File: src/sv/qss_pkg.sv
// qss_pkg: types, character codes and the escape decode function
// shared by the quoted-string scanner modules; no dependencies
`default_nettype none

package qss_pkg;

  // scan mode held in the configuration register
  typedef enum logic {
    MODE_EXTRACT = 1'b0,
    MODE_EXCLUDE = 1'b1
  } mode_e;

  // which quote opened the current string
  typedef enum logic [1:0] {
    QK_OUT    = 2'd0,
    QK_SINGLE = 2'd1,
    QK_DOUBLE = 2'd2
  } quote_kind_e;

  // character codes
  localparam logic [7:0] CHAR_DQ = 8'h22;
  localparam logic [7:0] CHAR_SQ = 8'h27;
  localparam logic [7:0] CHAR_BS = 8'h5C;

  // escape letters and the control codes they stand for
  localparam logic [7:0] ESC_N = 8'h6E;
  localparam logic [7:0] ESC_T = 8'h74;
  localparam logic [7:0] ESC_B = 8'h62;
  localparam logic [7:0] ESC_R = 8'h72;
  localparam logic [7:0] ESC_F = 8'h66;
  localparam logic [7:0] ESC_V = 8'h76;
  localparam logic [7:0] CODE_LF = 8'h0A;
  localparam logic [7:0] CODE_HT = 8'h09;
  localparam logic [7:0] CODE_BS = 8'h08;
  localparam logic [7:0] CODE_CR = 8'h0D;
  localparam logic [7:0] CODE_FF = 8'h0C;
  localparam logic [7:0] CODE_VT = 8'h0B;

  // one input request
  typedef struct packed {
    logic [7:0] char_in;
    logic       line_last;
  } in_t;

  // one result request
  typedef struct packed {
    logic [7:0] char_out;
    logic       char_valid;
    logic       string_end;
    logic       open_dropped;
    logic       line_end;
  } out_t;

  // map an escaped letter to its control code, others pass through
  function automatic logic [7:0] decode_escape(input logic [7:0] c);
    logic [7:0] r;
    case (c)
      ESC_N:   r = CODE_LF;
      ESC_T:   r = CODE_HT;
      ESC_B:   r = CODE_BS;
      ESC_R:   r = CODE_CR;
      ESC_F:   r = CODE_FF;
      ESC_V:   r = CODE_VT;
      default: r = c;
    endcase
    return r;
  endfunction

  // quote kind that a byte would open or close
  function automatic quote_kind_e quote_of(input logic [7:0] c);
    quote_kind_e r;
    case (c)
      CHAR_DQ: r = QK_DOUBLE;
      CHAR_SQ: r = QK_SINGLE;
      default: r = QK_OUT;
    endcase
    return r;
  endfunction

endpackage

`default_nettype wire

File: src/sv/qss_scan.sv
// qss_scan: per-byte scan logic and the quote/escape state registers
// depends on qss_pkg
`default_nettype none

module qss_scan (
  input  wire logic            clk_i,
  input  wire logic            rst_ni,
  input  wire qss_pkg::mode_e  mode_i,
  input  wire qss_pkg::in_t    item_i,
  input  wire logic            step_i,
  output logic                 has_result_o,
  output qss_pkg::out_t        result_o
);

  qss_pkg::quote_kind_e kind_q, kind_d;
  logic                 esc_q, esc_d;

  qss_pkg::quote_kind_e qc;
  logic [7:0]           ch;
  logic                 send, closed, dropped, last;

  // next state and result for the byte in the input register
  always_comb begin
    qc      = qss_pkg::quote_of(item_i.char_in);
    ch      = item_i.char_in;
    last    = item_i.line_last;
    send    = 1'b0;
    closed  = 1'b0;
    dropped = 1'b0;
    kind_d  = kind_q;
    esc_d   = esc_q;

    case (mode_i)
      qss_pkg::MODE_EXTRACT: begin
        if (esc_q) begin
          send  = 1'b1;
          ch    = qss_pkg::decode_escape(item_i.char_in);
          esc_d = 1'b0;
        end else if (qc != qss_pkg::QK_OUT) begin
          send = 1'b1;
          if (kind_q == qss_pkg::QK_OUT) begin
            kind_d = qc;
          end else if (kind_q == qc) begin
            kind_d = qss_pkg::QK_OUT;
            closed = 1'b1;
          end
        end else if (kind_q != qss_pkg::QK_OUT) begin
          if (item_i.char_in == qss_pkg::CHAR_BS) begin
            esc_d = 1'b1;
          end else begin
            send = 1'b1;
          end
        end
        dropped = last && (kind_d != qss_pkg::QK_OUT);
      end
      default: begin
        if (qc != qss_pkg::QK_OUT && !esc_q) begin
          if (kind_q == qss_pkg::QK_OUT) begin
            kind_d = qc;
            send   = 1'b1;
          end else if (kind_q == qc) begin
            kind_d = qss_pkg::QK_OUT;
            send   = 1'b1;
          end
        end else if (kind_q == qss_pkg::QK_OUT) begin
          send = 1'b1;
        end
        if (esc_q) begin
          esc_d = 1'b0;
        end else if (item_i.char_in == qss_pkg::CHAR_BS && kind_d != qss_pkg::QK_OUT) begin
          esc_d = 1'b1;
        end
      end
    endcase

    // line end returns the scan to its reset state
    if (last) begin
      kind_d = qss_pkg::QK_OUT;
      esc_d  = 1'b0;
    end

    has_result_o          = send || last;
    result_o.char_out     = send ? ch : 8'h00;
    result_o.char_valid   = send;
    result_o.string_end   = closed;
    result_o.open_dropped = dropped;
    result_o.line_end     = last;
  end

  // state advances once per consumed byte
  always_ff @(posedge clk_i or negedge rst_ni) begin
    if (!rst_ni) begin
      kind_q <= qss_pkg::QK_OUT;
      esc_q  <= 1'b0;
    end else if (step_i) begin
      kind_q <= kind_d;
      esc_q  <= esc_d;
    end
  end

endmodule

`default_nettype wire

File: src/sv/quoted_string_scanner.sv
// quoted_string_scanner: top level with input register, scan step and result register
// depends on qss_pkg and qss_scan
`default_nettype none

// Scans a text line one byte per request and passes on either the quoted
// strings (extract mode, escapes decoded, string_end on the closing quote,
// open_dropped when the line ends inside a string) or the text outside them
// (exclude mode). A byte that emits nothing and is not the line's last gives
// no result. Throughput is one byte per clock when the result side does not
// stall. Each accepted byte sits in the input register; when it steps, the
// single quote/escape state update runs and its result, if any, loads the
// result register. The user must write the mode register through
// cfg_we_i/cfg_data_i only while the block is idle; the block does not enforce this.
module quoted_string_scanner (
  input  wire logic          clk_i,
  input  wire logic          rst_ni,
  input  wire logic          cfg_we_i,
  input  wire logic          cfg_data_i,
  input  wire logic          in_valid_i,
  output logic               in_ready_o,
  input  wire qss_pkg::in_t  in_data_i,
  output logic               out_valid_o,
  input  wire logic          out_ready_i,
  output qss_pkg::out_t      out_data_o
);

  qss_pkg::mode_e mode_q;
  logic           s1_valid_q;
  qss_pkg::in_t   s1_data_q;
  logic           out_valid_q;
  qss_pkg::out_t  out_data_q;

  logic           has_result;
  qss_pkg::out_t  result;
  logic           out_free, s1_step;

  // mode register
  always_ff @(posedge clk_i or negedge rst_ni) begin
    if (!rst_ni) begin
      mode_q <= qss_pkg::MODE_EXTRACT;
    end else if (cfg_we_i) begin
      mode_q <= qss_pkg::mode_e'(cfg_data_i);
    end
  end

  // handshake between the two register stages
  assign out_free   = !out_valid_q || out_ready_i;
  assign s1_step    = s1_valid_q && (!has_result || out_free);
  assign in_ready_o = !s1_valid_q || s1_step;

  // input register
  always_ff @(posedge clk_i or negedge rst_ni) begin
    if (!rst_ni) begin
      s1_valid_q <= 1'b0;
    end else if (in_valid_i && in_ready_o) begin
      s1_valid_q <= 1'b1;
    end else if (s1_step) begin
      s1_valid_q <= 1'b0;
    end
  end

  always_ff @(posedge clk_i) begin
    if (in_valid_i && in_ready_o) begin
      s1_data_q <= in_data_i;
    end
  end

  // scan step
  qss_scan u_scan (
    .clk_i        (clk_i),
    .rst_ni       (rst_ni),
    .mode_i       (mode_q),
    .item_i       (s1_data_q),
    .step_i       (s1_step),
    .has_result_o (has_result),
    .result_o     (result)
  );

  // result register
  always_ff @(posedge clk_i or negedge rst_ni) begin
    if (!rst_ni) begin
      out_valid_q <= 1'b0;
    end else if (s1_step && has_result) begin
      out_valid_q <= 1'b1;
    end else if (out_ready_i) begin
      out_valid_q <= 1'b0;
    end
  end

  always_ff @(posedge clk_i) begin
    if (s1_step && has_result) begin
      out_data_q <= result;
    end
  end

  assign out_valid_o = out_valid_q;
  assign out_data_o  = out_data_q;

endmodule

`default_nettype wire

File: config.mk
export PLATFORM = sky130hd
export DESIGN_NAME = quoted_string_scanner
export DESIGN_NICKNAME = d
export VERILOG_FILES = /design/src/sv/qss_pkg.sv /design/src/sv/qss_scan.sv /design/src/sv/quoted_string_scanner.sv
export SDC_FILE = /design/constraint.sdc
export NUM_CORES = 1
export LEC_CHECK = 0
export ABC_AREA = 1
export CORE_MARGIN = 2
export CORE_UTILIZATION = 42
export CTS_BUF_LIST = sky130_fd_sc_hd__clkbuf_16
export DETAILED_ROUTE_END_ITERATION = 10
export DONT_BUFFER_PORTS = 1
export PLACE_DENSITY = 0.59
export SYNTH_ARGS = -nofsm -noshare
export SYNTH_HDL_FRONTEND = slang
export SYNTH_SLANG_ARGS = --single-unit
File: constraint.sdc
create_clock -name clk_i -period 4.35 [get_ports clk_i]
set_input_delay 0.435 -clock clk_i [delete_from_list [all_inputs] [get_ports clk_i]]
set_output_delay 0.435 -clock clk_i [all_outputs]
set_load 0.01 [all_outputs]
* Yosys cells after proc, flatten, opt, wreduce, memory -nomap -nowiden *
Index checks and enable logic that the tools add are counted.

storage, ports and cells
  bits in registers = 27
  logic and storage cells = 79

cells by class
  equal/unequal tests = 10
  mux-type cells = 34
  bitwise logic cells = 1
  reduce and logical (&&, ||, !) cells = 22

operators with widths
  operator                                                               count
  8-bit by 7-bit equality test with 1-bit output, second input constant  7
  8-bit one-hot mux with 6 select lines                                  1
  1-bit two-way mux                                                      21
  2-bit two-way mux                                                      9
  8-bit by 6-bit equality test with 1-bit output, second input constant  2
  8-bit two-way mux                                                      2
  2-bit nonzero test                                                     6
  1-bit logical AND                                                      6
  1-bit logical NOT                                                      4
  1-bit logical OR                                                       4
  2-bit one-hot mux with 2 select lines                                  1
  4-bit OR reduction                                                     1
  2-bit equality test                                                    1
  2-bit logical NOT                                                      1
  1-bit NOT                                                              1

* Logic depth before layout (Yosys ltp) *
  word-level depth = 14
  depth in mapped cells = 15
  mapped depth without buffers = 15

* Modules after synthesis *
A second synthesis with hierarchy kept.

unflattened totals
  cell total of the unflattened synthesis = 161
  area total of the unflattened synthesis = 1470.2 um2

by module, submodules not included
  module                 times used  cells an instance  area an instance (um2)  sequential area each (um2)
  quoted_string_scanner  1           40                 778.2                   705.7
  qss_scan               1           121                691.9                   75.1

* Worst setup path before layout *
OpenSTA, ideal clock, no wires.

  path kind = reg2reg
  start point = reg s1_data_q[5] in the netlist's numbering
  end point = reg out_data_q, in the netlist out_data_o[0] (enable)
  arrival = 1.632 ns
  data required time = 4.006 ns
  slack = 2.374 ns
  stages on the path, launching flop included = 14
  cells stage by stage = edfxtp_1 -> inv_2 -> nand2_2 -> nor2_8 -> nand2_4 -> nand2_1 -> nand2_1 -> nor2_2 -> nand2_2 -> nand2_2 -> nand2_4 -> nand2_4 -> nand3_1 -> inv_1

between the ends
  longest elaborated chain between the ends = 12

ends and longest elaborated chain
  item                                            RTL line                     text
  start, declared                                 quoted_string_scanner.sv:29  qss_pkg::in_t s1_data_q;
  start signal, assigned                          quoted_string_scanner.sv:64  s1_data_q <= in_data_i;
  8-bit by 6-bit equality test with 1-bit output  qss_pkg.sv:72                case (c)
  2-bit one-hot mux with 2 select lines           qss_pkg.sv:72
  2-bit equality test                             qss_scan.sv:61               end else if (kind_q == qc) begin
  1-bit two-way mux                               qss_scan.sv:61
  1-bit two-way mux                               qss_scan.sv:58               if (kind_q == qss_pkg::QK_OUT) begin
  1-bit two-way mux                               qss_scan.sv:57               if (qc != qss_pkg::QK_OUT && !esc_q) begin
  1-bit two-way mux *                             qss_scan.sv:33               case (mode_i)
  1-bit logical OR *                              qss_scan.sv:82               has_result_o = send || last;
  1-bit logical NOT                               quoted_string_scanner.sv:48  assign s1_step = s1_valid_q && (!has_result || out_free);
  1-bit logical OR                                quoted_string_scanner.sv:48
  1-bit logical AND                               quoted_string_scanner.sv:48
  1-bit logical AND *                             quoted_string_scanner.sv:91  if (s1_step && has_result) begin
  end signal, assigned                            quoted_string_scanner.sv:92  out_data_q <= result;
  end, declared                                   quoted_string_scanner.sv:31  qss_pkg::out_t out_data_q;

Mark *: on every way between the ends. The rest lies on a longest branch, timed or not.
A chain may end at the register's enable or synchronous reset.

* Worst setup path after layout *
  start point = reg s1_data_q[1] in the netlist's numbering
  end point = out in_ready_o

between the ends
  longest elaborated chain between the ends = 12

ends and longest elaborated chain
  item                                            RTL line                     text
  8-bit by 6-bit equality test with 1-bit output  qss_pkg.sv:72
  2-bit one-hot mux with 2 select lines           qss_pkg.sv:72
  2-bit equality test                             qss_scan.sv:61
  1-bit two-way mux                               qss_scan.sv:61
  1-bit two-way mux                               qss_scan.sv:58
  1-bit two-way mux                               qss_scan.sv:57
  1-bit two-way mux *                             qss_scan.sv:33
  1-bit logical OR *                              qss_scan.sv:82
  1-bit logical NOT *                             quoted_string_scanner.sv:48
  1-bit logical OR *                              quoted_string_scanner.sv:48
  1-bit logical AND *                             quoted_string_scanner.sv:48
  1-bit logical OR *                              quoted_string_scanner.sv:49  assign in_ready_o = !s1_valid_q || s1_step;
  end, declared                                   quoted_string_scanner.sv:20  output logic in_ready_o,

Marks and branches as above.

==> metrics.cfg <==
[worst_hold_path]
holdPathStages = 0
worstHoldStart = in_data_i[2]
min_path_type = input port to flop
worstHoldEndpoint = s1_data_q[2]

[critical_path]
worstReg2RegEnd = out_data_o[8]
worstSetupStartpointType = flop
cp_data_arrival_time_ns = 1.83
cp.required_ns = 3.91
r2r_cells = 11
worstSetupPathType = flop to output pin
end_kind = output pin
ff2ff_setup_slack_ns = 2.11
r2r_start = s1_data_q[1]
crit_fanout = 9

[timing]
period_needed_ns = 2.27
period_share = 0.522
worst_pin_slew_ns = 0.447
max_freq_ghz = 0.441
clock_skew_ns = 0.00285
drv_slew = 0
rsz0062_at_grt = no
final_hold_viol_count = 0
relSlewSlack = 0.699
setup_viol = 0
final.setup.tns_ns = 0

[yosys]
synth_warnings = 0
ys_ff_latch = 27
yosysSeqAreaShare = 0.592
yosys-top-cells-area = edfxtp_1 (48%), dfrtp_1 (11%), nand2_1 (8.5%)
synth_edf_count = 21
syn-cell-area_mm2 = 0.00132
synth.distinct_cells = 22
yosysMostFrequentCell = nand2_1
synthFlopType = edfxtp_1
syn_avg_cell_area_um2 = 9.77
async_flop_share = 0.222
synth_top_area_share = 0.478
synth_nets = 150
synth_top_cell_by_area = edfxtp_1
synthCells = 135
synthTopCellsByCount = nand2_1 (30), edfxtp_1 (21), inv_1 (16)

[finish]
finalNetCount = 156
postLayoutCellArea_mm2 = 0.00147
diodes = 0
areaGrowthSynthToFinish_pct = 11.2
nFillCells = 290
register_area_um2 = 781
multi_input_comb_area_um2 = 467
drive_gt1_frac = 0.157

[clock_tree]
cts_setup_buffers = 0
cts.sinks = 27
cts_tree = built
cts_buffers = 3
clk_pin_slew_worst_paths_ns = 0.06
htreeDepth = 1
root_buffer = clkbuf_16
ctsLongestPathBuffers = 2
clkLatencyLatePin_ns = 0.26

[drt]
viasPerCell = 5.06
drtIter0Drc = 29
vias = 931
first_pass_iters = 4
wl_um = 2260
drcViolationCount = 0
ant_nets = 0
wl_per_cell_um = 12.3

[grt]
grt_max_degree = 17
grt_pass1_wl_um = 3770
track_usage = 0.145
grt_overflow = 0
grt_pass1_vias = 869
antenna_found_initial = 0

[floorplan]
initial_utilization = 0.436
dieHeight_um = 60.0
die_w_um = 60.0
rows = 20
fp.dieArea_mm2 = 0.00360
ios = 29
core_region_area_mm2 = 0.00303

[placed_design]
io_buffers = 0
hpwl_um = 1730
gp_congestion = 0.919
dpl-instance-area_mm2 = 0.00137

[power]
power_leakage_nw = 0.659
power_density_mw_per_mm2 = 393
ir_drop_v = 0.000167

[outcome]
outcome = completed

[run]
drv_cap = 0

cells by family (layout without fill, tap and decap cells):
logic type / after synthesis / count (layout) / share of synthesized area
AO/OA/AOI/OAI: 11 / 11 / 0.0465
AND/OR/NAND/NOR: 78 / 78 / 0.307
flip-flops: 27 / 27 / 0.592
buffers and inverters: 19 / 24 / 0.0541
worst max-delay path: stages (launching register included):
cell      delay [ns]
edfxtp_1        0.41
inv_1           0.09
nand2_1         0.08
nor2_2          0.20
nand2_2         0.10
a21oi_2         0.19
nand2_2         0.11
nand2_2         0.08
nand2_4         0.09
nand2_4         0.10
nand3_2         0.12
metal layers:
metal | part of all wire | vias to the layer above | global-route usage
met4 | 0.012 | 0 | 0.0794
li1 | - | 463 | -
met2 | 0.46 | 48 | 0.225
met1 | 0.45 | 416 | 0.189
met3 | 0.069 | 4 | 0.0281
met5 | 0 | - | 0
power breakdown:
| part | internal (W) | switching, W | total (W) | leakage (nW) |
|---|---|---|---|---|
| clock network | 0.000125 | 0.0000820 | 0.000207 | 0.0371 |
| logic | 0.0000122 | 0.0000352 | 0.0000474 | 0.341 |
| registers | 0.000305 | 0.0000180 | 0.000323 | 0.281 |
placed cells by master, fill, tap and decap left out, types with 4 or more instances in the layout:
cell	netlist	layout
dfrtp_1	6	6
nand3_1	12	12
nand2_1	30	30
nor3_1	5	5
a21oi_1	6	6
nand2_2	5	5
inv_1	16	16
nand4_1	4	4
nand2_4	4	4
edfxtp_1	21	21
nor2_1	10	10
how the worst max path moves through the flow:
| stage | cells past startpoint | from | endpoint | slack, ns |
|---|---|---|---|---|
| 6_report | 10 | s1_data_q[1] | in_ready_o | 2.08 |
| 4_1_cts | 10 | s1_data_q[1] | in_ready_o | 2.09 |
| 3_5_place_dp | 11 | s1_data_q[1] | out_data_o[11] | 2.12 |
| 2_1_floorplan | 13 | s1_data_q[5] | out_data_o[0] | 2.37 |
| 5_1_grt | 13 | s1_data_q[4] | out_data_o[8] | 1.89 |
| 3_3_place_gp | 9 | s1_data_q[2] | s1_data_q[7] | 2.12 |
state kept, by name, indices dropped and copies added, names as in the netlist:
name	cells
u_scan.esc_q	1
mode_q	1
out_data_o	12
u_scan.kind_q	2
out_valid_o	1
s1_valid_q	1
s1_data_q	9
area by class of cell:
type,count,share of cell area
Clock buffer,3,0.0512
Clock inverter,1,0.00512
Inverter,19,0.0486
Multi-Input combinational cell,89,0.318
Sequential cell,27,0.532
Tap cell,44,0.0375
Timing Repair Buffer,1,0.00683
stage by stage:
stage,cells,setup slack [ns],utilization,hold slack [ns],power [W]
finish,184,2.08,0.484,0.268,0.000577
global route,184,1.89,0.484,0.257,0.000602
CTS,184,2.09,0.484,0.266,0.000582
detailed placement,179,2.12,0.454,0.140,0.000374
global placement,179,2.12,0.454,0.140,0.000373
floorplan,135,2.37,-,0.139,0.000363
repair_timing:
action                                  CTS  global route
endpoints found under the setup margin    0             0
endpoints found under the hold margin     6             0
hold buffers                              1             0
gates resized for setup                   0             0
(Power assumes the default switching activity.)
